==> src/rtl/assert_macros.svh <==
// assertion macros shared by the encoder modules
`ifndef ASSERT_MACROS_SVH
`define ASSERT_MACROS_SVH

// antecedent implies consequent in the same cycle
`define ASSERT_IMPL(label, clk, rst, ante, cons, msg) \
   label: assert property (@(posedge clk) disable iff (rst) (ante) |-> (cons)) \
      else $error(msg);

// antecedent implies consequent in the next cycle
`define ASSERT_NEXT(label, clk, rst, ante, cons, msg) \
   label: assert property (@(posedge clk) disable iff (rst) (ante) |=> (cons)) \
      else $error(msg);

`endif

==> src/rtl/cfale_pkg.sv <==
// types, constants and character functions of the can log line encoder
`default_nettype none
package cfale_pkg;

   localparam int LINE_BYTES = 41;
   localparam int IDX_W      = 6;
   localparam int TS_W       = 32;
   localparam int ID_W       = 29;
   localparam int DATA_W     = 64;
   localparam int CNT_W      = 8;
   localparam int DIGITS     = 10;
   localparam int BCD_W      = 4 * DIGITS;
   localparam int ID_NIBS    = 8;
   localparam int DATA_NIBS  = DATA_W / 4;
   localparam int STEP_W     = $clog2(TS_W);
   localparam int FIFO_DEPTH = 2;
   localparam int PTR_W      = $clog2(FIFO_DEPTH);
   localparam int FCNT_W     = $clog2(FIFO_DEPTH + 1);

   localparam logic [CNT_W-1:0] LIMIT_RESET = 8'd128;
   localparam logic [CNT_W-1:0] CNT_MAX     = 8'hFF;

   localparam logic [IDX_W-1:0] POS_OPEN  = 6'd0;
   localparam logic [IDX_W-1:0] POS_TS    = 6'd1;
   localparam logic [IDX_W-1:0] POS_CLOSE = 6'd11;
   localparam logic [IDX_W-1:0] POS_SP1   = 6'd12;
   localparam logic [IDX_W-1:0] POS_X     = 6'd13;
   localparam logic [IDX_W-1:0] POS_SP2   = 6'd14;
   localparam logic [IDX_W-1:0] POS_ID    = 6'd15;
   localparam logic [IDX_W-1:0] POS_HASH  = 6'd23;
   localparam logic [IDX_W-1:0] POS_DATA  = 6'd24;
   localparam logic [IDX_W-1:0] POS_NL    = IDX_W'(LINE_BYTES - 1);

   localparam logic [7:0] CH_OPEN  = 8'h28;
   localparam logic [7:0] CH_CLOSE = 8'h29;
   localparam logic [7:0] CH_SPACE = 8'h20;
   localparam logic [7:0] CH_X     = 8'h58;
   localparam logic [7:0] CH_HASH  = 8'h23;
   localparam logic [7:0] CH_NL    = 8'h0A;
   localparam logic [7:0] CH_ZERO  = 8'h30;
   localparam logic [7:0] CH_ALPHA = 8'h37;
   localparam logic [7:0] CH_NONE  = 8'h00;

   typedef struct packed {
      logic              err;
      logic              tgt;
      logic              swapped;
      logic [TS_W-1:0]   ts;
      logic [ID_W-1:0]   id;
      logic [DATA_W-1:0] data;
   } job_type;

   typedef struct packed {
      logic              err;
      logic              tgt;
      logic              swapped;
      logic [BCD_W-1:0]  digits;
      logic [ID_W-1:0]   id;
      logic [DATA_W-1:0] data;
   } line_type;

   typedef enum logic [1:0] {
      CV_IDLE,
      CV_RUN,
      CV_HOLD
   } conv_state_type;

   function automatic logic [7:0] hex_char(input logic [3:0] nib);
      return {4'b0000, nib} + ((nib < 4'd10) ? CH_ZERO : CH_ALPHA);
   endfunction

   function automatic logic [7:0] line_char(input logic [IDX_W-1:0] idx,
                                            input line_type ln);
      logic [IDX_W-1:0] off;
      logic [3:0]       nib;
      logic [7:0]       ch;
      off = '0;
      nib = '0;
      ch  = CH_NL;
      if (idx == POS_OPEN) begin
         ch = CH_OPEN;
      end else if (idx < POS_CLOSE) begin
         off = idx - POS_TS;
         nib = 4'(ln.digits >> {(IDX_W'(DIGITS - 1) - off), 2'b00});
         ch  = CH_ZERO + {4'b0000, nib};
      end else if (idx == POS_CLOSE) begin
         ch = CH_CLOSE;
      end else if (idx == POS_SP1 || idx == POS_SP2) begin
         ch = CH_SPACE;
      end else if (idx == POS_X) begin
         ch = CH_X;
      end else if (idx < POS_HASH) begin
         off = idx - POS_ID;
         nib = 4'({{(4 * ID_NIBS - ID_W){1'b0}}, ln.id} >>
                  {(IDX_W'(ID_NIBS - 1) - off), 2'b00});
         ch  = hex_char(nib);
      end else if (idx == POS_HASH) begin
         ch = CH_HASH;
      end else if (idx < POS_NL) begin
         off = idx - POS_DATA;
         nib = 4'(ln.data >> {(IDX_W'(DATA_NIBS - 1) - off), 2'b00});
         ch  = hex_char(nib);
      end
      return ch;
   endfunction

endpackage
`default_nettype wire

==> src/rtl/cfale_fifo.sv <==
// two-entry job queue between the front end and the converter
`default_nettype none
module cfale_fifo import cfale_pkg::*; (
   input  wire logic clock,
   input  wire logic reset,
   input  wire logic push,
   input  job_type   push_job,
   input  wire logic pop,
   output job_type   head,
   output logic      full,
   output logic      empty
);

   job_type           mem_ff [FIFO_DEPTH];
   logic [PTR_W-1:0]  wr_ptr_ff, wr_ptr_in;
   logic [PTR_W-1:0]  rd_ptr_ff, rd_ptr_in;
   logic [FCNT_W-1:0] count_ff, count_in;
   logic              do_push;
   logic              do_pop;

   always_comb begin
      full      = (count_ff == FCNT_W'(FIFO_DEPTH));
      empty     = (count_ff == '0);
      do_push   = push && !full;
      do_pop    = pop && !empty;
      head      = mem_ff[rd_ptr_ff];
      wr_ptr_in = do_push ? wr_ptr_ff + PTR_W'(1) : wr_ptr_ff;
      rd_ptr_in = do_pop ? rd_ptr_ff + PTR_W'(1) : rd_ptr_ff;
      count_in  = count_ff + FCNT_W'(do_push) - FCNT_W'(do_pop);
   end

   always_ff @(posedge clock) begin
      if (do_push) begin
         mem_ff[wr_ptr_ff] <= push_job;
      end
   end

   always_ff @(posedge clock) begin
      if (reset) begin
         wr_ptr_ff <= '0;
         rd_ptr_ff <= '0;
         count_ff  <= '0;
      end else begin
         wr_ptr_ff <= wr_ptr_in;
         rd_ptr_ff <= rd_ptr_in;
         count_ff  <= count_in;
      end
   end

endmodule
`default_nettype wire

==> config.mk <==
export PLATFORM = sky130hd
export DESIGN_NAME = cfale_fifo
export DESIGN_NICKNAME = d
export VERILOG_FILES = /design/src/rtl/assert_macros.svh /design/src/rtl/cfale_pkg.sv /design/src/rtl/cfale_fifo.sv
export SDC_FILE = /design/constraint.sdc
export NUM_CORES = 1
export LEC_CHECK = 0
export BUFFER_PORTS_ARGS = -buffer_cell sky130_fd_sc_hd__buf_4
export CAP_MARGIN = 20
export CORE_MARGIN = 3
export CORE_UTILIZATION = 56
export CTS_BUF_LIST = sky130_fd_sc_hd__clkbuf_16
export DETAILED_ROUTE_END_ITERATION = 6
export PLACE_DENSITY = 0.86
export SLEW_MARGIN = 20
export SYNTH_ARGS = -nofsm -noshare
export SYNTH_HDL_FRONTEND = slang
export SYNTH_SLANG_ARGS = --single-unit
==> constraint.sdc <==
create_clock -name clock -period 8.4 [get_ports clock]
set_input_delay 1.26 -clock clock [delete_from_list [all_inputs] [get_ports clock]]
set_output_delay 1.26 -clock clock [all_outputs]
set_load 0.02 [all_outputs]
==> results of run 1 <==
## registers in the layout (all words and copies together), names as in the netlist, named ones only
name,count
wr_ptr_ff,1
count_ff,2
mem_ff,256
rd_ptr_ff,1
## stage by stage
stage / cell area [µm²] / total power, mW / hold WS, ps
after detailed placement: 11600 / 2.98 / 489
after CTS: 12400 / 4.01 / 500
after floorplan: 9510 / 2.52 / 451
after global placement: 11600 / 2.95 / 474
final: 12400 / 3.97 / 503
after global routing: 12400 / 4.13 / 529
## logic make-up after synthesis
family / count (synthesis) / synth area share
buf+inv: 18 / 0.0171
simple gates: 11 / 0.00618
flops: 261 / 0.819
mux: 128 / 0.152
xor+xnor: 2 / 0.00184
fa+ha+maj: 2 / 0.00263
compound gates: 3 / 0.00184
## worst max-delay path, stage by stage, from the launching register on
cell and delay, ps:
dfxtp_4 730, buf_4 900, mux2_2 440, buf_4 160
## area by class of cell
class	count	area (µm²)
Multi-Input combinational cell	146	1560
Inverter	4	17.5
Clock inverter	17	120
Clock buffer	25	626
Tap cell	220	275
Sequential cell	261	7790
Timing Repair Buffer	264	1980
Fill cell	937	4210
## metal layers
metal	GRT usage	routed length [µm]	share of wire
met1	0.221	6690	0.36
met2	0.332	9490	0.51
met3	0.0714	1950	0.10
met4	0.0605	477	0.026
met5	0	0	0
## layout by cell type (no fill, tap or decap)
| master | netlist | routed |
|---|---|---|
| or3_1 | 1 | 1 |
| clkinv_2 | 0 | 3 |
| edfxtp_1 | 256 | 256 |
| clkbuf_16 | 0 | 25 |
| nand2_1 | 1 | 1 |
| nor2_1 | 4 | 4 |
| a21oi_1 | 1 | 1 |
| clkinv_1 | 0 | 7 |
| and3_4 | 0 | 1 |
| o21ai_0 | 1 | 1 |
| buf_4 | 1 | 264 |
| nor2b_1 | 1 | 1 |
| dfxtp_4 | 0 | 1 |
| bufinv_16 | 0 | 2 |
| xnor2_1 | 1 | 1 |
| inv_1 | 3 | 7 |
| inv_4 | 0 | 1 |
| mux2_2 | 128 | 128 |
| xor2_1 | 1 | 1 |
| o21a_1 | 1 | 1 |
| ha_1 | 2 | 2 |
| nor3_1 | 1 | 1 |
| nand2b_2 | 1 | 1 |
| dfxtp_1 | 5 | 4 |
| and2_1 | 1 | 1 |
| inv_2 | 1 | 1 |
## worst max-delay path by stage
stage,start,endpoint,cells past startpoint
2_1_floorplan,push,mem_ff[0][0],3
3_3_place_gp,push,mem_ff[0][46],5
3_5_place_dp,push,mem_ff[0][47],5
4_1_cts,register,head[98],3
5_1_grt,register,head[43],3
6_report,register,head[62],3
## power by group
part	switching, mW	internal [mW]	leakage (nW)
logic	0.656	0.552	1.81
clock network	0.423	0.595	0.386
registers	0.0776	1.66	2.43
total	1.16	2.81	4.63
==> results.cfg, run 1 <==
[floorplanning]
die_w_um = 136
dieArea_um2 = 18600
rows = 47
start_util = 0.573
die_h_um = 136
ioPinCount = 262
core_area_um2 = 16600

[synth]
yosys_warnings = 0
synth_edf_count = 256
synth_most_common_cell = edfxtp_1
synth_area_per_cell_um2 = 22.4
synth-seq-cells = 261
ys_top_cells_by_area = edfxtp_1 81%, mux2_2 15%, buf_6 1.4%
synth_top_area_share = 0.808
async_flop_share = 0
syn-num-nets = 559
synth.largest_area_cell = edfxtp_1
ys.flop_type = edfxtp_1
synthesis.area_um2 = 9510
seq_area_frac_synth = 0.819
synth_cell_type_count = 22
synthCells = 425
synth_common_cells = 256 x edfxtp_1, 128 x mux2_2, 12 x buf_6

[final_layout]
diodes = 0
syn2layout_area_growth_pct = 30.1
drive_gt1_frac = 0.596
nNetsFinal = 836
layoutNonFillerInstCount = 937
utilization = 0.746

[global_routing]
grt_util_all_layers = 0.191
grt_pass1_vias = 5269
antenna_found_initial = 0
grt_max_degree = 84
grt_overflow_total = 0
grt_pass1_wl_um = 27200

[critical_path]
worstPathArrival_ps = 2850
crit_required_ps = 7140
crit_path_end_kind = output port
r2r_cells = 5
startpoint_type = register
timing.rr.start = count_ff[0]
critical_path_class = reg2out
r2r-end = mem_ff[0][71]
worstPathMaxFanout = 83
r2r_slack_ps = 5580

[place]
dp_cells = 895
place_ws_ps = 4670
hpwl_um = 12600
globalplace.congestion = 0.740
io_buffers = 261

[clock_network]
cts_resized = 0
path_clk_slew_ps = 60
cts_made_buffers = 25
cts_tree = done
cts_sinks = 261
cts-hold-fix-buffers = 0
cts_setup_buffers = 0
clk_path_buf_depth = 3
cts_root_buf = clkbuf_16
clock_latency_ps = 500
htree_num_levels = 1

[sta]
finalClockSkew_ps = 6.85
min_period_ps = 4110
rsz0062_at_grt = false
post-route-period-util = 0.489
setup_viol = 0
setup_tns_ps = 0
slew_headroom = 0.280
finalHoldViolCount = 0
fmax_mhz = 243
worst_slack_ps = 4290
final-max-slew-violation-count = 0
worst_pin_slew_ps = 1080

[min_path]
hp-start = wr_ptr_ff
worstHoldEndpoint = wr_ptr_ff
hp-class = reg2reg
hold_depth = 2

[routing]
first_pass_iters = 4
routedWlPerCell_um = 19.8
drc = 0
drt-total-wl_um = 18600
vias = 4878
drtAntennaViolNets = 0
drt_iter0_markers = 203
post_drt_via_cell_ratio = 5.21

[power_and_ir_drop]
powerDensity_nw_per_um2 = 321
ir_worst_vdd_uv = 208
leakage_nw = 4.63

[flow_run]
cap_violations = 0

[outcome]
status = finished, final reports clean
(Power assumes the default switching activity.)
==> run 2, diff against run 1 <==
--- a/config.mk
+++ b/config.mk
@@ -8,10 +8,10 @@
 export BUFFER_PORTS_ARGS = -buffer_cell sky130_fd_sc_hd__buf_4
 export CAP_MARGIN = 20
 export CORE_MARGIN = 3
-export CORE_UTILIZATION = 56
+export CORE_UTILIZATION = 47
 export CTS_BUF_LIST = sky130_fd_sc_hd__clkbuf_16
 export DETAILED_ROUTE_END_ITERATION = 6
-export PLACE_DENSITY = 0.86
+export PLACE_DENSITY = 0.77
 export SLEW_MARGIN = 20
 export SYNTH_ARGS = -nofsm -noshare
 export SYNTH_HDL_FRONTEND = slang
==> constraint.sdc (replaced) <==
create_clock -name clock -period 3.3 [get_ports clock]
set_input_delay 0.495 -clock clock [delete_from_list [all_inputs] [get_ports clock]]
set_output_delay 0.495 -clock clock [all_outputs]
set_load 0.02 [all_outputs]
==> run 2 against run 1 <==
Effect of this change: core utilization shrank 11 points; first-iteration DRC count rose by 0.99%; sequential share of layout area shrank 0.94 points; die area up 18%; clock skew increased by 5.3 ps; combinational power rose to 2.6 times the previous value.
==> results.cfg, run 2 (synthesis gave the netlist of run 1 again) <==
[critical_path]
timing.rr.start = count_ff[0]
worstPathMaxFanout = 64
crit_path_end_kind = output port
crit_required_ps = 2800
startpoint_type = register
worstPathArrival_ps = 2090
critical_path_class = reg2out

[clock_network]
htree_num_levels = 1
cts_made_buffers = 26
cts_root_buf = clkbuf_16
cts_sinks = 261
clock_latency_ps = 510
path_clk_slew_ps = 60
cts_setup_buffers = 0
cts_tree = done
cts-hold-fix-buffers = 0
clk_path_buf_depth = 3
cts_resized = 0

[routing]
drt-total-wl_um = 18400
drtAntennaViolNets = 0
drt_iter0_markers = 205
first_pass_iters = 4
post_drt_via_cell_ratio = 4.91
drc = 0
routedWlPerCell_um = 18.5
vias = 4869

[sta]
finalClockSkew_ps = 12.1
slew_headroom = 0.671
rsz0062_at_grt = false
min_period_ps = 2590
hold_ws_ps = 166
worst_pin_slew_ps = 493
worst_slack_ps = 713
setup_tns_ps = 0
fmax_mhz = 386
final-max-slew-violation-count = 0
setup_viol = 0
post-route-period-util = 0.784
finalHoldViolCount = 0

[global_routing]
grt_pass1_vias = 5357
grt_util_all_layers = 0.161
antenna_found_initial = 0
grt_max_degree = 67
grt_pass1_wl_um = 28000
grt_overflow_total = 0

[place]
hpwl_um = 12600
io_buffers = 261
dp_cells = 944
globalplace.congestion = 0.756
place_ws_ps = 1230

[flow_run]
cap_violations = 0

[final_layout]
nNetsFinal = 841
layoutNonFillerInstCount = 992
regMostFlops = mem_ff
drive_gt1_frac = 0.600
largest_reg_flops = 256
final_cell_mix = 264 x buf_4, 256 x edfxtp_1, 128 x mux2_2, 27 x clkbuf_16, 9 x inv_1
final_common_cell = buf_4
top_regs = mem_ff x256, count_ff x2
syn2layout_area_growth_pct = 32.1
diodes = 0
fillers = 1388

[floorplanning]
rows = 51
die_h_um = 148
ioPinCount = 262
core_area_um2 = 19700
start_util = 0.484
die_w_um = 148
dieArea_um2 = 22000

[power_and_ir_drop]
power_mw = 10.2
ir_worst_vdd_uv = 596
leakage_nw = 4.70
powerDensity_nw_per_um2 = 812

[min_path]
hp-start = push_job[22]
hp-class = in2reg

[outcome]
status = finished, final reports clean
## run 2: per-layer routing
metal  wire [µm]  global-route usage
met4         514              0.0540
met5           0                   0
met2        9590               0.287
met3        1680              0.0533
met1        6590               0.182
## run 2: final timing paths
| kind | end | slack, ps | cells after the start |
|---|---|---|---|
| max | head[63] | 710 | 3 |
| min | mem_ff[0][22] | 170 | 1 |
| max reg2reg | mem_ff[1][10] | 1390 | 3 |
| min reg2reg | wr_ptr_ff | 530 | 2 |
## run 2: where the power goes
group          leakage, nW  internal [mW]  switching (mW)
registers             2.43           4.22           0.161
logic                 1.84           1.45            1.69
clock network        0.418           1.55            1.12
## run 2: cell type report
type / count / area (µm²) / share of cell area
clock buffer: 27 / 676 / 0.0538
clock inverter: 21 / 120 / 0.00956
inverter: 4 / 18.8 / 0.00149
multi-input combinational: 146 / 1560 / 0.124
sequential: 261 / 7790 / 0.620
tap: 265 / 332 / 0.0264
timing repair buffer: 268 / 2060 / 0.164
## run 2: worst max-delay path, stage by stage (launching register included)
cell	delay [ps]
dfxtp_4	590
buf_12	320
mux2_2	400
buf_4	160
## run 2: through the flow
stage | util | cell area (µm²)
2_1_floorplan | - | 9510
3_3_place_gp | 0.599 | 11800
3_5_place_dp | 0.599 | 11800
4_1_cts | 0.639 | 12600
5_1_grt | 0.639 | 12600
6_report | 0.639 | 12600
