`src/rtl/assert_macros.svh`:
```
// assertion macros shared by the encoder modules
`ifndef ASSERT_MACROS_SVH
`define ASSERT_MACROS_SVH

// antecedent implies consequent in the same cycle
`define ASSERT_IMPL(label, clk, rst, ante, cons, msg) \
   label: assert property (@(posedge clk) disable iff (rst) (ante) |-> (cons)) \
      else $error(msg);

// antecedent implies consequent in the next cycle
`define ASSERT_NEXT(label, clk, rst, ante, cons, msg) \
   label: assert property (@(posedge clk) disable iff (rst) (ante) |=> (cons)) \
      else $error(msg);

`endif

```
`src/rtl/cfale_pkg.sv`:
```
// types, constants and character functions of the can log line encoder
`default_nettype none
package cfale_pkg;

   localparam int LINE_BYTES = 41;
   localparam int IDX_W      = 6;
   localparam int TS_W       = 32;
   localparam int ID_W       = 29;
   localparam int DATA_W     = 64;
   localparam int CNT_W      = 8;
   localparam int DIGITS     = 10;
   localparam int BCD_W      = 4 * DIGITS;
   localparam int ID_NIBS    = 8;
   localparam int DATA_NIBS  = DATA_W / 4;
   localparam int STEP_W     = $clog2(TS_W);
   localparam int FIFO_DEPTH = 2;
   localparam int PTR_W      = $clog2(FIFO_DEPTH);
   localparam int FCNT_W     = $clog2(FIFO_DEPTH + 1);

   localparam logic [CNT_W-1:0] LIMIT_RESET = 8'd128;
   localparam logic [CNT_W-1:0] CNT_MAX     = 8'hFF;

   localparam logic [IDX_W-1:0] POS_OPEN  = 6'd0;
   localparam logic [IDX_W-1:0] POS_TS    = 6'd1;
   localparam logic [IDX_W-1:0] POS_CLOSE = 6'd11;
   localparam logic [IDX_W-1:0] POS_SP1   = 6'd12;
   localparam logic [IDX_W-1:0] POS_X     = 6'd13;
   localparam logic [IDX_W-1:0] POS_SP2   = 6'd14;
   localparam logic [IDX_W-1:0] POS_ID    = 6'd15;
   localparam logic [IDX_W-1:0] POS_HASH  = 6'd23;
   localparam logic [IDX_W-1:0] POS_DATA  = 6'd24;
   localparam logic [IDX_W-1:0] POS_NL    = IDX_W'(LINE_BYTES - 1);

   localparam logic [7:0] CH_OPEN  = 8'h28;
   localparam logic [7:0] CH_CLOSE = 8'h29;
   localparam logic [7:0] CH_SPACE = 8'h20;
   localparam logic [7:0] CH_X     = 8'h58;
   localparam logic [7:0] CH_HASH  = 8'h23;
   localparam logic [7:0] CH_NL    = 8'h0A;
   localparam logic [7:0] CH_ZERO  = 8'h30;
   localparam logic [7:0] CH_ALPHA = 8'h37;
   localparam logic [7:0] CH_NONE  = 8'h00;

   typedef struct packed {
      logic              err;
      logic              tgt;
      logic              swapped;
      logic [TS_W-1:0]   ts;
      logic [ID_W-1:0]   id;
      logic [DATA_W-1:0] data;
   } job_type;

   typedef struct packed {
      logic              err;
      logic              tgt;
      logic              swapped;
      logic [BCD_W-1:0]  digits;
      logic [ID_W-1:0]   id;
      logic [DATA_W-1:0] data;
   } line_type;

   typedef enum logic [1:0] {
      CV_IDLE,
      CV_RUN,
      CV_HOLD
   } conv_state_type;

   function automatic logic [7:0] hex_char(input logic [3:0] nib);
      return {4'b0000, nib} + ((nib < 4'd10) ? CH_ZERO : CH_ALPHA);
   endfunction

   function automatic logic [7:0] line_char(input logic [IDX_W-1:0] idx,
                                            input line_type ln);
      logic [IDX_W-1:0] off;
      logic [3:0]       nib;
      logic [7:0]       ch;
      off = '0;
      nib = '0;
      ch  = CH_NL;
      if (idx == POS_OPEN) begin
         ch = CH_OPEN;
      end else if (idx < POS_CLOSE) begin
         off = idx - POS_TS;
         nib = 4'(ln.digits >> {(IDX_W'(DIGITS - 1) - off), 2'b00});
         ch  = CH_ZERO + {4'b0000, nib};
      end else if (idx == POS_CLOSE) begin
         ch = CH_CLOSE;
      end else if (idx == POS_SP1 || idx == POS_SP2) begin
         ch = CH_SPACE;
      end else if (idx == POS_X) begin
         ch = CH_X;
      end else if (idx < POS_HASH) begin
         off = idx - POS_ID;
         nib = 4'({{(4 * ID_NIBS - ID_W){1'b0}}, ln.id} >>
                  {(IDX_W'(ID_NIBS - 1) - off), 2'b00});
         ch  = hex_char(nib);
      end else if (idx == POS_HASH) begin
         ch = CH_HASH;
      end else if (idx < POS_NL) begin
         off = idx - POS_DATA;
         nib = 4'(ln.data >> {(IDX_W'(DATA_NIBS - 1) - off), 2'b00});
         ch  = hex_char(nib);
      end
      return ch;
   endfunction

endpackage
`default_nettype wire

```
`src/rtl/cfale_conv.sv`:
```
// timestamp converter: binary to ten decimal digits, one bit per cycle
`default_nettype none
module cfale_conv import cfale_pkg::*; (
   input  wire logic clock,
   input  wire logic reset,
   input  wire logic fifo_empty,
   input  job_type   fifo_head,
   output logic      pop,
   output logic      line_valid,
   output line_type  line,
   input  wire logic line_take
);

   conv_state_type     state_ff, state_in;
   job_type            job_ff, job_in;
   logic [TS_W-1:0]    bin_ff, bin_in;
   logic [BCD_W-1:0]   bcd_ff, bcd_in;
   logic [STEP_W-1:0]  step_ff, step_in;
   logic [BCD_W-1:0]   adj;

   always_comb begin
      for (int k = 0; k < DIGITS; k++) begin
         adj[4*k +: 4] = (bcd_ff[4*k +: 4] >= 4'd5) ? bcd_ff[4*k +: 4] + 4'd3
                                                    : bcd_ff[4*k +: 4];
      end
   end

   always_comb begin
      state_in   = state_ff;
      job_in     = job_ff;
      bin_in     = bin_ff;
      bcd_in     = bcd_ff;
      step_in    = step_ff;
      pop        = 1'b0;
      line_valid = 1'b0;
      case (state_ff)
         CV_IDLE: begin
            if (!fifo_empty) begin
               pop      = 1'b1;
               job_in   = fifo_head;
               bin_in   = fifo_head.ts;
               bcd_in   = '0;
               step_in  = '0;
               state_in = fifo_head.err ? CV_HOLD : CV_RUN;
            end
         end
         CV_RUN: begin
            bcd_in  = {adj[BCD_W-2:0], bin_ff[TS_W-1]};
            bin_in  = {bin_ff[TS_W-2:0], 1'b0};
            step_in = step_ff + STEP_W'(1);
            if (step_ff == STEP_W'(TS_W - 1)) begin
               state_in = CV_HOLD;
            end
         end
         CV_HOLD: begin
            line_valid = 1'b1;
            if (line_take) begin
               state_in = CV_IDLE;
            end
         end
         default: begin
            state_in = CV_IDLE;
         end
      endcase
   end

   assign line.err     = job_ff.err;
   assign line.tgt     = job_ff.tgt;
   assign line.swapped = job_ff.swapped;
   assign line.digits  = bcd_ff;
   assign line.id      = job_ff.id;
   assign line.data    = job_ff.data;

   always_ff @(posedge clock) begin
      if (reset) begin
         state_ff <= CV_IDLE;
      end else begin
         state_ff <= state_in;
      end
   end

   always_ff @(posedge clock) begin
      job_ff  <= job_in;
      bin_ff  <= bin_in;
      bcd_ff  <= bcd_in;
      step_ff <= step_in;
   end

endmodule
`default_nettype wire

```
`config.mk`:
```
export PLATFORM = sky130hd
export DESIGN_NAME = cfale_conv
export DESIGN_NICKNAME = d
export VERILOG_FILES = /design/src/rtl/assert_macros.svh /design/src/rtl/cfale_pkg.sv /design/src/rtl/cfale_conv.sv
export SDC_FILE = /design/constraint.sdc
export NUM_CORES = 1
export LEC_CHECK = 0
export BUFFER_PORTS_ARGS = -buffer_cell sky130_fd_sc_hd__buf_2
export CAP_MARGIN = 10
export CORE_MARGIN = 5
export CORE_UTILIZATION = 49
export CTS_CLUSTER_SIZE = 16
export DETAILED_ROUTE_END_ITERATION = 10
export PLACE_DENSITY = 0.89
export SLEW_MARGIN = 20
export SYNTH_ARGS = -nofsm -noshare
export SYNTH_HDL_FRONTEND = slang
export SYNTH_SLANG_ARGS = --single-unit
```
`constraint.sdc`:
```
create_clock -name clock -period 23.5 [get_ports clock]
set_input_delay 4.7 -clock clock [delete_from_list [all_inputs] [get_ports clock]]
set_output_delay 4.7 -clock clock [all_outputs]
set_load 0.02 [all_outputs]
```
==> metrics.csv, run 1 <==
metric;value;unit
Max Clock Freq;101.4;MHz
Netlist cell types;26;
Area contributors post-synth;edfxtp_1 74%, nand2_1 7.2%, ha_1 3.9%;
crit-path cells;buf_2 -> nor3_2 -> buf_2;
Tot Pwr;763.6;µW
nature of the critical path startpoint;input port;
layout cell share with drive strength beyond 1;0.4018;
total track usage;0.2009;
boundary pin count;270;
Worst Slack Setup Final;13640;ps
status;finished clean;
actual slew at the worst max-slew pin;1083;ps
pwr/cell area;84.53;mW/mm²
first-pass GRT wire length;24.92;mm
Area after DPL;0.008498;mm²
GPL Wtd Cong;0.8433;
Commonest cells post-synth;173 x edfxtp_1, 133 x nand2_1, 32 x nor2_1;
CP Capture Point;pop;
Post-synth EDFFs;173;
CP endpoint kind;primary output;
Yosys reg bits;175;
Die H;129.3;µm
data required time of the worst path;18800;ps
Critical Path Max Stage Delay;200;ps
final setup violation count;0;
Via density;4.989;
routed len/inst;18.16;µm
largest net degree at the start of global routing;84;
Final Hold Vio Count;0;
# Max-Cap Violations;0;
Synth Instances;495;
Final Slew Violations;0;
post-synth top area share;0.7446;
CTS Hold Bufs;0;
via count;4814;
Net Switching;208.6;µW
Die Wd;129.3;µm
crit path max fanout;3;
antenna violations before repair;1;
Top FF cell, synth;edfxtp_1;
Slew HR;0.2778;
R2R Path End;bcd_ff[26];
Final period util;0.4197;
Worst R2R Path Depth;3;
asr flop ratio synth;0;
GRT overflow;0;
Clk Latency, worst-skew pair;420;ps
worst hold slack;508.4;ps
DR pass1 iterations;5;
Mapped Area;0.006977;mm²
Max VDD drop;0.00004414;V
total negative setup slack;0;ps
Clock Root Buffer;clkbuf_16;
Die Area;0.01673;mm²
Initial Util;0.5007;
post-CTS sizing;0;
combinational cell fraction of total power;0.147;
Setup WS pre-CTS;13630;ps
reg2reg setup slack;20920;ps
Detailed Place HPWL;13.05;mm
count leader, synth;edfxtp_1;
RSZ-0062 raised after global routing;no;
vias in the first global route;4620;
Net Count, Synth;649;
reg2reg start;state_ff[0];
antenna-violating nets left;0;
Arrival @ worst endpoint;5160;ps
DR iter-0 viols;333;
HP Class;register to register;
switch share;0.2732;
Ys Warns;0;
CTS clk-pin slew, worst paths;70;ps
Clock Path Buffers;2;
final net count;926;
H-tree levels;4;
cell mode on critical path;buf_2;
PortBufs;269;
Seq pwr share;0.518;
clock power share;0.336;
Area Growth Syn to Fin;29.48;%
Avg Cell Area, Syn;14.09;µm²
CTS buffer count;17;
Pleak;3.937;nW
setup bufs post-CTS;0;
CP Launch Point;fifo_empty;
# fillers;1041;
internal power;555.0;µW
critical path's slowest cell;buf_2;
Core Area;0.01393;mm²
sequential area share after synthesis;0.7504;
Design Area, Final;0.009034;mm²
detailed-route wire length;17.52;mm
min Tclk post-route;9862;ps
WS Path Type;input port to primary output;
Residual DRC;0;
skew final;13.02;ps
Sinks on Clock Net;175;
FP Rows;43;
cell type with the highest aggregate area in the netlist;edfxtp_1;
TritonCTS clock tree;done;
[cells in the final DEF (no fill, tap or decap), types with 2 or more instances in the layout]
master,instances
clkinv_1,2
and2_1,4
clkbuf_16,17
mux2_2,9
mux2i_1,10
nor2_1,32
inv_6,5
nand2_1,133
buf_4,4
clkinv_2,2
clkinvlp_4,2
inv_8,2
dfxtp_1,2
a21oi_1,20
o21ai_0,9
xor2_1,10
buf_2,269
a211oi_1,2
edfxtp_1,173
inv_1,21
ha_1,22
nand2b_1,10
nor3_1,12
[metal layers]
| layer | routed length, µm | GRT usage | vias up |
|---|---|---|---|
| met1 | 6345 | 0.2272 | 2263 |
| li1 | - | - | 2285 |
| met2 | 8543 | 0.3284 | 212 |
| met3 | 1642 | 0.06472 | 52 |
| met4 | 977 | 0.1309 | 2 |
| met5 | 13 | 0 | - |
[sequential cells by signal, indices dropped and copies added (netlist names)]
register,cells
state_ff,2
line,96
bcd_ff,40
step_ff,5
bin_ff,32
[critical path, delay by kind of cell]
kind	cells	cell delay, ps
simple gates	1	140
buf+inv	2	320
[worst min-delay path by stage]
stage                     cells past startpoint       start  slack [ps]    endpoint
after floorplan                               2   bin_ff[9]         480  bin_ff[10]
after global placement                        2   bin_ff[1]         480   bin_ff[2]
after detailed placement                      2  bin_ff[11]         500  bin_ff[12]
after CTS                                     2  bin_ff[11]         510  bin_ff[12]
after global routing                          1  bin_ff[31]         530   bcd_ff[0]
final                                         2  bin_ff[18]         510  bin_ff[19]
[stage by stage]
stage | utilization | std cells
floorplan | - | 495
global placement | 0.6099 | 933
detailed placement | 0.6099 | 933
CTS | 0.6481 | 964
global route | 0.6481 | 964
finish | 0.6483 | 965
[logic make-up after synthesis]
kind of cell | count (synthesis) | synth area share
flops | 175 | 0.7504
mux | 19 | 0.02887
fa+ha+maj | 22 | 0.03945
xor+xnor | 11 | 0.01381
simple gates | 198 | 0.1159
buf+inv | 36 | 0.02529
compound gates | 34 | 0.02636
[power by group through the flow]
stage               sequential (mW)  combinational, mW  clock (mW)
floorplan                     0.428             0.0439           0
global placement              0.400              0.110           0
detailed placement            0.402              0.113           0
CTS                           0.395              0.114       0.260
global route                  0.399              0.122       0.274
finish                        0.395              0.112       0.256
[final cells by class]
cell class	count	area [µm²]	share of cell area
flip-flops and latches	175	5235	0.5795
inverters	21	78.83	0.008726
clock buffers	17	425.4	0.04709
well taps	180	225.2	0.02493
clock inverters	14	107.6	0.01191
multi-input cells	284	1583	0.1752
repair buffers	273	1376	0.1524
diodes	1	2.502	0.0002770
(Power assumes the default switching activity.)
==> run 2, diff against run 1 <==
--- a/config.mk
+++ b/config.mk
@@ -8,10 +8,10 @@
 export BUFFER_PORTS_ARGS = -buffer_cell sky130_fd_sc_hd__buf_2
 export CAP_MARGIN = 10
 export CORE_MARGIN = 5
-export CORE_UTILIZATION = 49
+export CORE_UTILIZATION = 44
 export CTS_CLUSTER_SIZE = 16
 export DETAILED_ROUTE_END_ITERATION = 10
-export PLACE_DENSITY = 0.89
+export PLACE_DENSITY = 0.85
 export SLEW_MARGIN = 20
 export SYNTH_ARGS = -nofsm -noshare
 export SYNTH_HDL_FRONTEND = slang
==> constraint.sdc (replaced) <==
create_clock -name clock -period 8.3 [get_ports clock]
set_input_delay 1.66 -clock clock [delete_from_list [all_inputs] [get_ports clock]]
set_output_delay 1.66 -clock clock [all_outputs]
set_load 0.02 [all_outputs]
==> metrics.csv, run 2 (synthesis results as in run 1) <==
metric;value;unit;change
status;finished clean;;
post-layout util;0.5815;;-0.06675
Sinks on Clock Net;175;;unchanged
data required time of the worst path;6640;ps;-12160 ps
CTS buffer count;17;;unchanged
WS Path Type;input port to primary output;;
Initial Util;0.4440;;-0.05665
final setup violation count;0;;unchanged
skew final;10.36;ps;-2.658 ps
Final period util;0.5010;;
CTS clk-pin slew, worst paths;70;ps;about the same
Area Growth Syn to Fin;30.97;%;
CTS Hold Bufs;0;;unchanged
Clock Path Buffers;2;;unchanged
setup bufs post-CTS;0;;unchanged
GRT overflow;0;;unchanged
GR Util met2;0.3252;;-0.003132
Slew HR;0.2842;;+0.006438
Die Wd;135.9;µm;+5.1%
Residual DRC;0;;unchanged
GRT busiest layer;met2;;
Clk Latency, worst-skew pair;420;ps;about the same
detailed-route wire length;17.69;mm;+0.95%
layout cell share with drive strength beyond 1;0.4051;;+0.003310
Arrival @ worst endpoint;2500;ps;-2660 ps
Final Slew Violations;0;;unchanged
routed len/inst;17.67;µm;-2.7%
Max VDD drop;0.0001236;V;+180%
met1 Usage GRT;0.1980;;-0.02915
actual slew at the worst max-slew pin;1074;ps;-9.658 ps
most frequent cells in the layout;269 x buf_2, 173 x edfxtp_1, 133 x nand2_1;;
HP Class;register to register;;
Max Clock Freq;240.5;MHz;
post-CTS sizing;0;;unchanged
CP endpoint kind;primary output;;
Die H;135.9;µm;+5.1%
# Max-Cap Violations;0;;unchanged
first-pass GRT wire length;25.47;mm;+2.2%
DR iter-0 viols;225;;-32%
H-tree levels;4;;unchanged
final net count;926;;unchanged
Die Area;0.01847;mm²;+10%
total negative setup slack;0;ps;unchanged
number of diodes;0;;-1
antenna violations before repair;2;;+1
boundary pin count;270;;unchanged
RSZ-0062 raised after global routing;no;;
GPL Wtd Cong;0.8251;;-2.2%
Detailed Place HPWL;12.94;mm;-0.85%
antenna-violating nets left;0;;unchanged
largest net degree at the start of global routing;78;;-7.1%
pwr/cell area;242.1;mW/mm²;+190%
DR pass1 iterations;5;;unchanged
TritonCTS clock tree;done;;
nature of the critical path startpoint;input port;;
crit path max fanout;29;;+26
Clock Root Buffer;clkbuf_16;;
via count;4779;;-0.73%
Pleak;3.967;nW;+0.77%
most common cell after layout, fill and taps aside;buf_2;;
Via density;4.774;;-4.3%
PortBufs;269;;unchanged
min Tclk post-route;4159;ps;
max FFs per register;96;;unchanged
met3 Use GR;0.07439;;+0.009674
Core Area;0.01571;mm²;+13%
FP Rows;46;;+7.0%
vias in the first global route;4684;;+1.4%
total track usage;0.1840;;-0.01691
Final Hold Vio Count;0;;unchanged
# fillers;1258;;+21%
-- run 2: worst paths after layout --
path / from / end / slack, ps / cells past startpoint
min reg2reg: bin_ff[11] / bin_ff[12] / 510 / 2
max reg2reg: state_ff[0] / bin_ff[0] / 5690 / 3
max: fifo_empty / pop / 4140 / 4
min: bin_ff[11] / bin_ff[12] / 510 / 2
-- run 2: layer usage --
| layer | vias to the layer above | wire, µm |
|---|---|---|
| li1 | 2294 | - |
| met1 | 2254 | 6353 |
| met2 | 198 | 9065 |
| met3 | 29 | 1739 |
| met4 | 4 | 503 |
| met5 | - | 27 |
-- run 2: power by group --
group	switching (mW)	internal (mW)	leakage [nW]	total, mW
Clock	0.371	0.405	0.290	0.775
Sequential	0.0427	1.08	1.70	1.12
Combinational	0.211	0.106	1.97	0.317
Total	0.624	1.59	3.97	2.21
-- run 2: cell type report --
class | instances | area, µm² | area share
timing repair buffer | 273 | 1376 | 0.1506
clock inverter | 15 | 162.7 | 0.01780
clock buffer | 17 | 425.4 | 0.04656
multi-input combinational | 284 | 1589 | 0.1739
sequential | 175 | 5235 | 0.5729
inverter | 21 | 78.83 | 0.008627
tap | 216 | 270.3 | 0.02958
-- run 2: worst max-delay path: stages --
cell    delay [ps]
buf_2          120
nor3_4         100
buf_4          350
buf_2          240
-- run 2: metrics by stage --
| stage | hold WS, ps | cells | setup WS [ps] | power, mW | cell area (µm²) |
|---|---|---|---|---|---|
| after floorplan | 483.6 | 495 | 884.6 | 1.332 | 6982 |
| after global placement | 485.4 | 969 | 4140 | 1.446 | 8549 |
| after detailed placement | 500.5 | 969 | 4130 | 1.461 | 8549 |
| after CTS | 514.7 | 1001 | 4135 | 2.235 | 9138 |
| after global routing | 538.9 | 1001 | 4076 | 2.311 | 9138 |
| final | 508.7 | 1001 | 4141 | 2.212 | 9138 |
