$ cat src/rtl/assert_macros.svh
// assertion macros shared by the encoder modules
`ifndef ASSERT_MACROS_SVH
`define ASSERT_MACROS_SVH

// antecedent implies consequent in the same cycle
`define ASSERT_IMPL(label, clk, rst, ante, cons, msg) \
   label: assert property (@(posedge clk) disable iff (rst) (ante) |-> (cons)) \
      else $error(msg);

// antecedent implies consequent in the next cycle
`define ASSERT_NEXT(label, clk, rst, ante, cons, msg) \
   label: assert property (@(posedge clk) disable iff (rst) (ante) |=> (cons)) \
      else $error(msg);

`endif

$ cat src/rtl/cfale_pkg.sv
// types, constants and character functions of the can log line encoder
`default_nettype none
package cfale_pkg;

   localparam int LINE_BYTES = 41;
   localparam int IDX_W      = 6;
   localparam int TS_W       = 32;
   localparam int ID_W       = 29;
   localparam int DATA_W     = 64;
   localparam int CNT_W      = 8;
   localparam int DIGITS     = 10;
   localparam int BCD_W      = 4 * DIGITS;
   localparam int ID_NIBS    = 8;
   localparam int DATA_NIBS  = DATA_W / 4;
   localparam int STEP_W     = $clog2(TS_W);
   localparam int FIFO_DEPTH = 2;
   localparam int PTR_W      = $clog2(FIFO_DEPTH);
   localparam int FCNT_W     = $clog2(FIFO_DEPTH + 1);

   localparam logic [CNT_W-1:0] LIMIT_RESET = 8'd128;
   localparam logic [CNT_W-1:0] CNT_MAX     = 8'hFF;

   localparam logic [IDX_W-1:0] POS_OPEN  = 6'd0;
   localparam logic [IDX_W-1:0] POS_TS    = 6'd1;
   localparam logic [IDX_W-1:0] POS_CLOSE = 6'd11;
   localparam logic [IDX_W-1:0] POS_SP1   = 6'd12;
   localparam logic [IDX_W-1:0] POS_X     = 6'd13;
   localparam logic [IDX_W-1:0] POS_SP2   = 6'd14;
   localparam logic [IDX_W-1:0] POS_ID    = 6'd15;
   localparam logic [IDX_W-1:0] POS_HASH  = 6'd23;
   localparam logic [IDX_W-1:0] POS_DATA  = 6'd24;
   localparam logic [IDX_W-1:0] POS_NL    = IDX_W'(LINE_BYTES - 1);

   localparam logic [7:0] CH_OPEN  = 8'h28;
   localparam logic [7:0] CH_CLOSE = 8'h29;
   localparam logic [7:0] CH_SPACE = 8'h20;
   localparam logic [7:0] CH_X     = 8'h58;
   localparam logic [7:0] CH_HASH  = 8'h23;
   localparam logic [7:0] CH_NL    = 8'h0A;
   localparam logic [7:0] CH_ZERO  = 8'h30;
   localparam logic [7:0] CH_ALPHA = 8'h37;
   localparam logic [7:0] CH_NONE  = 8'h00;

   typedef struct packed {
      logic              err;
      logic              tgt;
      logic              swapped;
      logic [TS_W-1:0]   ts;
      logic [ID_W-1:0]   id;
      logic [DATA_W-1:0] data;
   } job_type;

   typedef struct packed {
      logic              err;
      logic              tgt;
      logic              swapped;
      logic [BCD_W-1:0]  digits;
      logic [ID_W-1:0]   id;
      logic [DATA_W-1:0] data;
   } line_type;

   typedef enum logic [1:0] {
      CV_IDLE,
      CV_RUN,
      CV_HOLD
   } conv_state_type;

   function automatic logic [7:0] hex_char(input logic [3:0] nib);
      return {4'b0000, nib} + ((nib < 4'd10) ? CH_ZERO : CH_ALPHA);
   endfunction

   function automatic logic [7:0] line_char(input logic [IDX_W-1:0] idx,
                                            input line_type ln);
      logic [IDX_W-1:0] off;
      logic [3:0]       nib;
      logic [7:0]       ch;
      off = '0;
      nib = '0;
      ch  = CH_NL;
      if (idx == POS_OPEN) begin
         ch = CH_OPEN;
      end else if (idx < POS_CLOSE) begin
         off = idx - POS_TS;
         nib = 4'(ln.digits >> {(IDX_W'(DIGITS - 1) - off), 2'b00});
         ch  = CH_ZERO + {4'b0000, nib};
      end else if (idx == POS_CLOSE) begin
         ch = CH_CLOSE;
      end else if (idx == POS_SP1 || idx == POS_SP2) begin
         ch = CH_SPACE;
      end else if (idx == POS_X) begin
         ch = CH_X;
      end else if (idx < POS_HASH) begin
         off = idx - POS_ID;
         nib = 4'({{(4 * ID_NIBS - ID_W){1'b0}}, ln.id} >>
                  {(IDX_W'(ID_NIBS - 1) - off), 2'b00});
         ch  = hex_char(nib);
      end else if (idx == POS_HASH) begin
         ch = CH_HASH;
      end else if (idx < POS_NL) begin
         off = idx - POS_DATA;
         nib = 4'(ln.data >> {(IDX_W'(DATA_NIBS - 1) - off), 2'b00});
         ch  = hex_char(nib);
      end
      return ch;
   endfunction

endpackage
`default_nettype wire

$ cat src/rtl/cfale_if.sv
// request and response channel interfaces of the can log line encoder
`default_nettype none


interface cfale_rsp_if;
   logic       valid;
   logic       ready;
   logic [7:0] char_code;
   logic       last_char;
   logic       target_buffer;
   logic       buffer_ready;
   logic       overflow_error;

   modport source (output valid, char_code, last_char, target_buffer, buffer_ready,
                   overflow_error, input ready);
   modport sink (input valid, char_code, last_char, target_buffer, buffer_ready,
                 overflow_error, output ready);
endinterface
`default_nettype wire

$ cat src/rtl/cfale_back.sv
// back end: streams one log line out a character per transfer
`default_nettype none
`include "assert_macros.svh"
module cfale_back import cfale_pkg::*; (
   input  wire logic clock,
   input  wire logic reset,
   input  wire logic line_valid,
   input  line_type  line,
   output logic      line_take,
   cfale_rsp_if.source rsp_chan
);

   line_type         line_ff, line_in;
   logic             busy_ff, busy_in;
   logic [IDX_W-1:0] idx_ff, idx_in;
   logic             rsp_valid_ff, rsp_valid_in;
   logic [7:0]       rsp_char_ff, rsp_char_in;
   logic             rsp_last_ff, rsp_last_in;
   logic             rsp_tgt_ff, rsp_tgt_in;
   logic             rsp_rdy_ff, rsp_rdy_in;
   logic             rsp_ovf_ff, rsp_ovf_in;

   logic             adv;
   logic             is_last;

   always_comb begin
      adv       = busy_ff && (!rsp_valid_ff || rsp_chan.ready);
      is_last   = line_ff.err || (idx_ff == POS_NL);
      line_take = line_valid && (!busy_ff || (adv && is_last));

      line_in      = line_ff;
      busy_in      = busy_ff;
      idx_in       = idx_ff;
      rsp_valid_in = rsp_valid_ff && !rsp_chan.ready;
      rsp_char_in  = rsp_char_ff;
      rsp_last_in  = rsp_last_ff;
      rsp_tgt_in   = rsp_tgt_ff;
      rsp_rdy_in   = rsp_rdy_ff;
      rsp_ovf_in   = rsp_ovf_ff;

      if (adv) begin
         rsp_valid_in = 1'b1;
         rsp_char_in  = line_ff.err ? CH_NONE : line_char(idx_ff, line_ff);
         rsp_last_in  = is_last;
         rsp_tgt_in   = !line_ff.err && line_ff.tgt;
         rsp_rdy_in   = !line_ff.err && is_last && line_ff.swapped;
         rsp_ovf_in   = line_ff.err;
         idx_in       = idx_ff + IDX_W'(1);
         if (is_last) begin
            busy_in = 1'b0;
         end
      end
      if (line_take) begin
         line_in = line;
         busy_in = 1'b1;
         idx_in  = '0;
      end
   end

   assign rsp_chan.valid          = rsp_valid_ff;
   assign rsp_chan.char_code      = rsp_char_ff;
   assign rsp_chan.last_char      = rsp_last_ff;
   assign rsp_chan.target_buffer  = rsp_tgt_ff;
   assign rsp_chan.buffer_ready   = rsp_rdy_ff;
   assign rsp_chan.overflow_error = rsp_ovf_ff;

   always_ff @(posedge clock) begin
      if (reset) begin
         busy_ff      <= 1'b0;
         idx_ff       <= '0;
         rsp_valid_ff <= 1'b0;
      end else begin
         busy_ff      <= busy_in;
         idx_ff       <= idx_in;
         rsp_valid_ff <= rsp_valid_in;
      end
   end

   always_ff @(posedge clock) begin
      line_ff     <= line_in;
      rsp_char_ff <= rsp_char_in;
      rsp_last_ff <= rsp_last_in;
      rsp_tgt_ff  <= rsp_tgt_in;
      rsp_rdy_ff  <= rsp_rdy_in;
      rsp_ovf_ff  <= rsp_ovf_in;
   end

   `ASSERT_IMPL(a_idx_range, clock, reset, busy_ff, idx_ff <= POS_NL, "index past line end")
   `ASSERT_NEXT(a_newline_last, clock, reset, adv && !line_ff.err && idx_ff == POS_NL,
                rsp_char_ff == CH_NL && rsp_last_ff, "newline not last")
   `ASSERT_IMPL(a_error_shape, clock, reset, rsp_valid_ff && rsp_ovf_ff,
                rsp_last_ff && rsp_char_ff == CH_NONE && !rsp_rdy_ff, "bad error transfer")

endmodule
`default_nettype wire

$ cat src/flat_wrapper.sv
// flat-port wrapper written by rule: the top's interface ports become plain ports
module cfale_back_flat import cfale_pkg::*;
  (clock, reset, line_valid, line, line_take, rsp_chan_valid, rsp_chan_char_code, rsp_chan_last_char, rsp_chan_target_buffer, rsp_chan_buffer_ready, rsp_chan_overflow_error, rsp_chan_ready);
  cfale_rsp_if rsp_chan_i ();
  input  wire logic clock;
  input  wire logic reset;
  input  wire logic line_valid;
  input  line_type line;
  output logic line_take;
  output wire logic [$bits(rsp_chan_i.valid)-1:0] rsp_chan_valid;
  output wire logic [$bits(rsp_chan_i.char_code)-1:0] rsp_chan_char_code;
  output wire logic [$bits(rsp_chan_i.last_char)-1:0] rsp_chan_last_char;
  output wire logic [$bits(rsp_chan_i.target_buffer)-1:0] rsp_chan_target_buffer;
  output wire logic [$bits(rsp_chan_i.buffer_ready)-1:0] rsp_chan_buffer_ready;
  output wire logic [$bits(rsp_chan_i.overflow_error)-1:0] rsp_chan_overflow_error;
  input wire logic [$bits(rsp_chan_i.ready)-1:0] rsp_chan_ready;
  assign rsp_chan_valid = rsp_chan_i.valid;
  assign rsp_chan_char_code = rsp_chan_i.char_code;
  assign rsp_chan_last_char = rsp_chan_i.last_char;
  assign rsp_chan_target_buffer = rsp_chan_i.target_buffer;
  assign rsp_chan_buffer_ready = rsp_chan_i.buffer_ready;
  assign rsp_chan_overflow_error = rsp_chan_i.overflow_error;
  assign rsp_chan_i.ready = rsp_chan_ready;
  cfale_back u_core (.clock(clock), .reset(reset), .line_valid(line_valid), .line(line), .line_take(line_take), .rsp_chan(rsp_chan_i));
endmodule
$ cat config.mk
export PLATFORM = sky130hd
export DESIGN_NAME = cfale_back_flat
export DESIGN_NICKNAME = d
export VERILOG_FILES = /design/src/rtl/cfale_pkg.sv /design/src/rtl/cfale_if.sv /design/src/rtl/cfale_back.sv /design/src/flat_wrapper.sv
export VERILOG_INCLUDE_DIRS = /design/src /design/src/rtl
export SDC_FILE = /design/constraint.sdc
export NUM_CORES = 1
export LEC_CHECK = 0
export BUFFER_PORTS_ARGS = -buffer_cell sky130_fd_sc_hd__buf_2
export CAP_MARGIN = 20
export CORE_MARGIN = 4
export CORE_UTILIZATION = 54
export DETAILED_ROUTE_END_ITERATION = 10
export HOLD_SLACK_MARGIN = 0.15
export PLACE_DENSITY = 0.8
export SLEW_MARGIN = 25
export SYNTH_ARGS = -nofsm -noshare
export SYNTH_HDL_FRONTEND = slang
export SYNTH_SLANG_ARGS = --single-unit
$ cat constraint.sdc
create_clock -name clock -period 7.1 [get_ports clock]
set_input_delay 0.71 -clock clock [delete_from_list [all_inputs] [get_ports clock]]
set_output_delay 0.71 -clock clock [all_outputs]
set_load 0.005 [all_outputs]
==> impl_metrics.ini, run 1 <==
[run_status]
outcome = complete, no violations

[critical_path]
cp-start-kind = flip-flop
path_delay_family = compound AO/OA/AOI/OAI gates
critPathCaptureType = flip-flop
criticalPathCategory = reg -> reg
slowest_stage = dfxtp_1
worstPathRequired_ns = 7.34
cp_max_fo = 25
worstPathArrival_ns = 4.76
slowest_delay_ns = 0.99
path_cells = clkinv_1, ha_1, xor2_1, nor2_1, o21ai_0, a21boi_0, ha_1, a21oi_1, or4bb_1, o21ai_0, a211oi_1, o31ai_1
r2r_slack_ns = 2.58
worst-path-buf-inv = 1

[floorplanning]
die_area_mm2 = 0.0144
fp-row-count = 40
start_util_pct = 55.7
fp.dieW_um = 120
pin_count = 154
core_area_mm2 = 0.0122
die_y_um = 120

[routing]
post-route-drc-count = 0
ant_nets = 0
drt_pre_antenna_iters = 6
drt-wirelength-per-cell_um = 18.4
vias = 4171
drt_iter0_drc = 312
viasPerCell = 5.53
finalWirelength_um = 13900

[timing]
rsz0062_at_grt = no
setup_tns_ns = 0
hold_viol = 0
fmax_ghz = 0.221
setup_viol = 0
slew_headroom_pct = 32.1
layout_min_cycle_time_ns = 4.52
clock_skew_ns = 0.0103
finalCritPeriodShare_pct = 63.7
tightest_slew_ns = 1.02
slew_viol_final = 0

[grt]
met1_usage_pct = 25.6
grt_pass1_wl_um = 22000
grt_max_degree = 72
met2_usage_pct = 33.6
grt_pass1_vias = 4412
grt-ovfl-total = 0
gr-usage-all-layers_pct = 20.2
antenna_found_initial = 0
use_met3_pct = 5.61
grt-busiest-layer = met2

[cts]
htree_levels = 4
clk-insertion-delay-late_ns = 0.42
post_cts_buffers = 0
clock_path_buffers = 2
cts-root-buf = clkbuf_16
cts_inserted_buffers = 17
cts-resized-gates = 0
postCtsHoldBufs = 0
clk_pin_slew_ns = 0.06
cts.sink_count = 155
cts_tree = yes

[pwr]
max-vdd-ir-drop_mv = 0.200
pwr_density_cell_mw_per_mm2 = 252
power.leakage_uw = 0.00313

[synth]
ys_warn_count = 0
ys_ff_latch = 155
synthCells = 415
synth_edf_count = 147
async_flop_share_pct = 0
synth_top_area_cell = edfxtp_1
syn_avg_cell_area_um2 = 16.3
synth_top_area_share_pct = 65.2
syn_area_mm2 = 0.00677
synthFlopType = edfxtp_1
synth_cell_types = 56
mappedNetlistNets = 570
seq_area_frac_synth_pct = 67.6
synthTopCellsByArea = edfxtp_1, mux4_2, mux2i_1

[layout]
drive_gt1_share_pct = 38.1
final_core_util_pct = 68.1
nets = 728
antenna_cells = 0
syn_to_final_growth_pct = 22.4

[placement]
place_congestion = 0.955
dpl.hpwl_um = 9800
io_buffers = 152

[worst_hold_path]
worst_hold_path_type = in -> reg

[run]
max_cap_violations = 0
final timing paths:
path | to | cells after the start | from
worst max-delay path | u_core.rsp_chan.char_code[3] | 12 | u_core.idx_ff[3]
worst min-delay path | u_core.line_ff[10] | 1 | line[10]
worst max register to register | u_core.rsp_chan.char_code[3] | 12 | u_core.idx_ff[3]
worst min register to register | u_core.rsp_chan.valid | 2 | u_core.busy_ff
cells in the final DEF (no fill, tap or decap), drive strengths merged, types with 7 or more instances in the layout:
cell type    n
o21ai       15
buf        157
nor2b        8
a21oi       22
dfxtp        8
nor2        21
nand3        7
xnor2        7
clkbuf      21
mux4        30
inv         11
mux2i       18
edfxtp     147
nand2       20
ha          13
worst reg2reg max path: cells and delay by family, from the launching register on:
| family | cells | cell delay, ns |
|---|---|---|
| adder cells (fa/ha/maj) | 2 | 0.68 |
| AND/OR/NAND/NOR | 2 | 0.77 |
| XOR/XNOR | 1 | 0.14 |
| buffers and inverters | 1 | 0.56 |
| AO/OA/AOI/OAI | 6 | 1.19 |
| flip-flops | 1 | 0.99 |
power by group:
group          switching (uW)  total (uW)  internal (uW)
Combinational            69.4         136           67.0
Sequential               14.4        1080           1070
Clock                     342         875            534
logic make-up (layout without fill, tap and decap cells):
| logic type | Yosys count | count (layout) | share of synthesized area (%) |
|---|---|---|---|
| AOI/OAI and AO/OA | 69 | 69 | 6.39 |
| xor gates and xnor gates | 11 | 11 | 1.70 |
| adders and majority gates | 15 | 15 | 2.99 |
| buffers and inverters | 30 | 201 | 1.83 |
| DFF | 155 | 155 | 67.6 |
| muxes | 50 | 50 | 13.1 |
| other | 1 | 1 | 0.0554 |
| and+or+nand+nor | 84 | 84 | 6.34 |
registers in the layout, indices dropped and copies added, names as in the netlist:
name and count:
u_core.line_ff 136, u_core.rsp_chan.char_code 7, u_core.idx_ff 6, u_core.busy_ff 1
u_core.rsp_chan.buffer_ready 1, u_core.rsp_chan.last_char 1, u_core.rsp_chan.overflow_error 1, u_core.rsp_chan.target_buffer 1
u_core.rsp_chan.valid 1
area by class of cell:
class,count,area [um2]
inverter,12,45.0
fill,851,3870
multi-input combinational,230,2080
clock buffer,21,460
sequential,155,4580
clock inverter,11,121
timing repair buffer,157,798
tap,168,210
stage by stage:
stage	std cells	power (uW)	setup WS, ns	area, um2	hold slack (ns)
after global placement	722	1230	2.83	7700	0.458
after global routing	754	2170	2.26	8290	0.434
after floorplan	415	1170	1.73	6770	0.448
final	754	2090	2.58	8290	0.461
after detailed placement	722	1240	2.67	7700	0.497
after CTS	754	2110	2.65	8290	0.445
synthesized netlist by cell type (all sizes together) (2+ instances only):
cell type / count
xor2: 4
mux2: 2
nand4: 3
o21ai: 15
nor3: 5
nor3b: 3
a31oi: 4
fa: 2
inv: 11
o31a: 2
mux4: 30
o21a: 2
a21o: 3
xnor2: 7
mux2i: 18
nand3: 7
a211oi: 2
a22o: 2
nand2: 20
a21boi: 3
edfxtp: 147
or2: 2
a21oi: 22
nor2b: 8
and2: 4
a22oi: 2
and3: 2
ha: 13
buf: 8
nor2: 21
dfxtp: 8
nor4: 3
clkbuf: 10
o31ai: 3
routing by layer:
metal,up-vias,wire length [um],part of all wire [%]
met5,-,0,0
met4,0,245,1.8
met3,22,830,6.0
met2,146,7040,51
met1,2042,5750,41
li1,1961,-,-
Power figures use the tool's default switching activity.
==> run 2, diff against run 1 <==
CORE_UTILIZATION = 49   (was 54)
PLACE_DENSITY = 0.76   (was 0.8)
clock period = 3.95 ns   (was 7.1 ns; I/O delays follow)
==> run 2 against run 1 <==
First-iteration DRC count stayed put. Critical path depth stayed put. Final area is 17% higher. Register-to-register slack worse by 2.3 ns. Critical path type unchanged. Largest power group unchanged.
==> impl_metrics.ini, run 2 (synthesized netlist as in run 1, its figures left out) <==
[run_status]
outcome = complete, no violations

[layout]
syn_to_final_growth_pct = 43.2
largest_reg_flops = 136
nets = 868
drive_gt1_share_pct = 32.0
layout_common_cells = buf_2, edfxtp_1, dlygate4sd3_1
final_cell_area_mm2 = 0.00969
largest-register = u_core.line_ff
layout_commonest_cell = buf_2
final_core_util_pct = 72.3

[placement]
place_congestion = 0.872
place_area_mm2 = 0.00781
io_buffers = 152
dpl.hpwl_um = 10000

[floorplanning]
die_area_mm2 = 0.0158
fp.dieW_um = 126
fp-row-count = 42
die_y_um = 126
core_area_mm2 = 0.0134
start_util_pct = 50.5
pin_count = 154

[cts]
clk_pin_slew_ns = 0.06
cts_tree = yes
clock_path_buffers = 2
cts_inserted_buffers = 17
cts.sink_count = 155
clk-insertion-delay-late_ns = 0.42
htree_levels = 4
cts-root-buf = clkbuf_16

[timing]
layout_min_cycle_time_ns = 3.65
slew_viol_final = 0
rsz0062_at_grt = no
setup_viol = 0
clock_skew_ns = 0.00610
tightest_slew_ns = 0.906
finalCritPeriodShare_pct = 92.5
hold_ws_ns = 0.151
fmax_ghz = 0.274
slew_headroom_pct = 39.6
hold_viol = 0
setup_tns_ns = 0

[grt]
grt_pass1_vias = 5112
gr-usage-all-layers_pct = 21.1
grt_pass1_wl_um = 25800
grt-ovfl-total = 0
grt_max_degree = 68
antenna_found_initial = 2

[routing]
viasPerCell = 5.26
ant_nets = 0
vias = 4755
drt_iter0_drc = 312
finalWirelength_um = 16400
post-route-drc-count = 0
drt_pre_antenna_iters = 5
drt-wirelength-per-cell_um = 18.2

[worst_hold_path]
worst_hold_path_type = in -> reg

[pwr]
max-vdd-ir-drop_mv = 0.369
pwr_density_cell_mw_per_mm2 = 403
power.leakage_uw = 0.00375

[critical_path]
criticalPathCategory = reg -> reg
critPathCaptureType = flip-flop
cp_max_fo = 11
worstPathArrival_ns = 3.88
worstPathRequired_ns = 4.18
cp-start-kind = flip-flop

[run]
max_cap_violations = 0
==> run 2: layout make-up <==
cell class,count,area (um2)
Antenna cell,2,5.00
Clock buffer,19,433
Sequential cell,155,4580
Inverter,12,45.0
Tap cell,176,220
Fill cell,851,3710
Timing Repair Buffer,297,2190
Clock inverter,13,151
Multi-Input combinational cell,230,2080
==> run 2: path summary, 6_finish.rpt <==
| path | end | from | cells after the start | slack [ns] |
|---|---|---|---|---|
| worst max-delay path | u_core.rsp_chan.char_code[6] | u_core.idx_ff[1] | 12 | 0.30 |
| worst min-delay path | u_core.line_ff[29] | line[29] | 1 | 0.15 |
| worst max register to register | u_core.rsp_chan.char_code[6] | u_core.idx_ff[1] | 12 | 0.30 |
| worst min register to register | u_core.rsp_chan.valid | u_core.busy_ff | 2 | 0.50 |
==> run 2: repair_timing <==
item,in CTS,in global routing
gates resized for setup,0,1
endpoints found under the setup margin,0,1
hold endpoints to repair,116,14
setup buffers,0,0
hold buffers,115,14
==> run 2: worst max-delay path: stages (launching register included) <==
cell      delay (ns)
dfxtp_1         0.40
inv_1           0.09
ha_1            0.57
mux2i_1         0.15
mux2i_1         0.25
mux2i_1         0.20
a211oi_1        0.44
ha_1            0.26
inv_1           0.07
fa_1            0.42
o21ai_0         0.19
nand2_1         0.10
a311oi_1        0.32
==> run 2: stage by stage <==
stage,cells,worst slack (ns),total power (uW)
finish,904,0.298,3910
global route,904,0.000385,4040
CTS,888,0.298,3910
detailed placement,741,0.364,2230
global placement,741,0.474,2220
floorplan,415,0.181,2100
==> run 2: layer usage <==
layer  share of wire [%]  GRT usage [%]  vias up  routed length [um]
met2                  52           36.0      201                8560
li1                    -              -     2243                   -
met3                 6.2           4.78       35                1010
met4                 2.6           8.61        0                 422
met1                  39           26.2     2276                6440
met5                   0              0        -                   0
==> run 2: power by group <==
group          switching [uW]  internal (uW)
registers                26.4           1910
clock network             624            986
logic                     150            211
total                     800           3110
==> run 3, diff against run 2 <==
CELL_PAD_IN_SITES_DETAIL_PLACEMENT = 0   (was default)
CELL_PAD_IN_SITES_GLOBAL_PLACEMENT = 1   (was default)
CORE_UTILIZATION = 40   (was 49)
PLACE_DENSITY = default   (was 0.76)
PLACE_DENSITY_LB_ADDON = 0.1   (was default)
==> run 3 against run 2 <==
Sequential share of layout area is 0.47 points lower. Power is 0.71% lower. Critical path type unchanged. Largest power group unchanged. Sequential cell count stayed put.
==> impl_metrics.ini, run 3 (synthesized netlist as in run 1, its figures left out) <==
[run_status]
outcome = complete, no violations

[pwr]
p_seq_share_pct = 49.9
power.leakage_uw = 0.00376
max-vdd-ir-drop_mv = 0.433
p_clk_share_pct = 40.8
power_uw = 3880
p_int_uw = 3060
power.switching_uw = 827
p_sw_share_pct = 21.3
pwr_density_cell_mw_per_mm2 = 397
combinationalPowerShare_pct = 9.3

[timing]
clock_skew_ns = 0.0108
hold_viol = 0
layout_min_cycle_time_ns = 3.63
fmax_ghz = 0.276
worst_slack_ns = 0.324
slew_viol_final = 0
slew_headroom_pct = 49.5
tightest_slew_ns = 0.750
finalCritPeriodShare_pct = 91.8
rsz0062_at_grt = no
setup_tns_ns = 0
hold_ws_ns = 0.177
setup_viol = 0

[critical_path]
slowest_delay_ns = 0.56
cp-start-kind = flip-flop
startpoint = u_core.idx_ff[1]
criticalPathCategory = reg -> reg
path_delay_family = compound AO/OA/AOI/OAI gates
worstPathRequired_ns = 4.17
path_cells = buf_4, mux4_2, a22o_1, o21ai_0, a21boi_0, ha_1, fa_1, o21a_1, o2111ai_1, a21oi_1, nor4_1
worst-path-buf-inv = 1
worstPathArrival_ns = 3.85
cp_max_fo = 20
slowest_stage = mux4_2
r2r-start = u_core.idx_ff[1]
critPathCaptureType = flip-flop

[cts]
htree_levels = 4
clk_pin_slew_ns = 0.06
post_cts_buffers = 0
cts.sink_count = 155
clk-insertion-delay-late_ns = 0.42
cts_inserted_buffers = 17
cts_tree = yes
clock_path_buffers = 2
cts-root-buf = clkbuf_16

[floorplanning]
fp.dieW_um = 138
start_util_pct = 40.8
die_area_mm2 = 0.0191
core_area_mm2 = 0.0166
fp-row-count = 47
die_y_um = 138
pin_count = 154

[routing]
ant_nets = 0
drt_pre_antenna_iters = 4
vias = 4645
finalWirelength_um = 16000
drt_iter0_drc = 258
viasPerCell = 4.89
drt-wirelength-per-cell_um = 16.8
post-route-drc-count = 0

[worst_hold_path]
hold_start = line[74]
worst_hold_path_type = in -> reg

[placement]
dpl.hpwl_um = 10800
io_buffers = 152
dp_slack_ns = 0.312
place_congestion = 0.799

[layout]
largest_reg_flops = 136
nets = 874
drive_gt1_share_pct = 32.1
syn_to_final_growth_pct = 44.6
antenna_cells = 0
fillers = 1325
largest-register = u_core.line_ff
layout_commonest_cell = buf_2
layout_common_cells = buf_2, edfxtp_1, dlygate4sd3_1

[grt]
grt-ovfl-total = 0
grt_pass1_vias = 4983
gr-usage-all-layers_pct = 17.1
grt_pass1_wl_um = 25600
antenna_found_initial = 0
grt_max_degree = 56

[run]
max_cap_violations = 0
==> run 3: changes by cell type in the layout (fill, tap and decap cells not counted), sizes merged <==
| cell | previous run | this run |
|---|---|---|
| bufinv | 3 | 2 |
| clkbuf | 19 | 17 |
| clkinv | 10 | 7 |
| clkinvlp | 1 | 3 |
| diode | 2 | 0 |
| dlygate4sd3 | 129 | 135 |
| inv | 11 | 13 |
==> run 3: path summary, 6_finish.rpt <==
path	end	slack (ns)	cells after the start
worst max register to register	u_core.rsp_chan.char_code[4]	0.32	11
worst max-delay path	u_core.rsp_chan.char_code[4]	0.32	11
worst min register to register	u_core.rsp_chan.valid	0.50	2
worst min-delay path	u_core.line_ff[74]	0.18	1
==> run 3: what timing repair did <==
item	4_1_cts	5_1_grt
hold buffers	134	1
endpoints found under the hold margin	135	1
resized for setup	0	1
setup endpoints to repair	0	1
==> run 3: per-stage QoR <==
step           util [%]  instance area (um2)  cells
2_1_floorplan         -                 6770    415
3_3_place_gp       47.4                 7870    785
3_5_place_dp       47.4                 7870    785
4_1_cts            59.0                 9780    949
5_1_grt            59.0                 9790    950
6_report           59.0                 9790    950
==> run 3: worst register-to-register path, cell delays in order, from the launching register on <==
cell,delay (ns)
dfxtp_1,0.37
buf_4,0.35
mux4_2,0.57
a22o_1,0.24
o21ai_0,0.28
a21boi_0,0.26
ha_1,0.30
fa_1,0.44
o21a_1,0.14
o2111ai_1,0.20
a21oi_1,0.10
nor4_1,0.19
==> run 3: cell type report <==
class / instances / area [um2] / area share [%]
sequential: 155 / 4580 / 46.7
timing repair buffer: 303 / 2240 / 22.9
inverter: 12 / 45.0 / 0.460
clock inverter: 13 / 146 / 1.50
tap: 220 / 275 / 2.81
clock buffer: 17 / 425 / 4.34
multi-input combinational: 230 / 2080 / 21.2
==> run 3: routing by layer <==
metal	vias up	track usage [%]	share of wire, %
met5	-	0	0
met4	0	4.52	1.2
met3	16	5.11	5.0
met2	137	27.7	49
met1	2247	22.7	45
li1	2245	-	-
==> run 3: power by group through the flow <==
stage	Sequential [uW]	Combinational [uW]	Clock, uW
final	1940	362	1580
after global routing	1940	395	1700
after CTS	1940	365	1620
after detailed placement	1970	262	0
after global placement	1970	257	0
after floorplan	1970	132	0
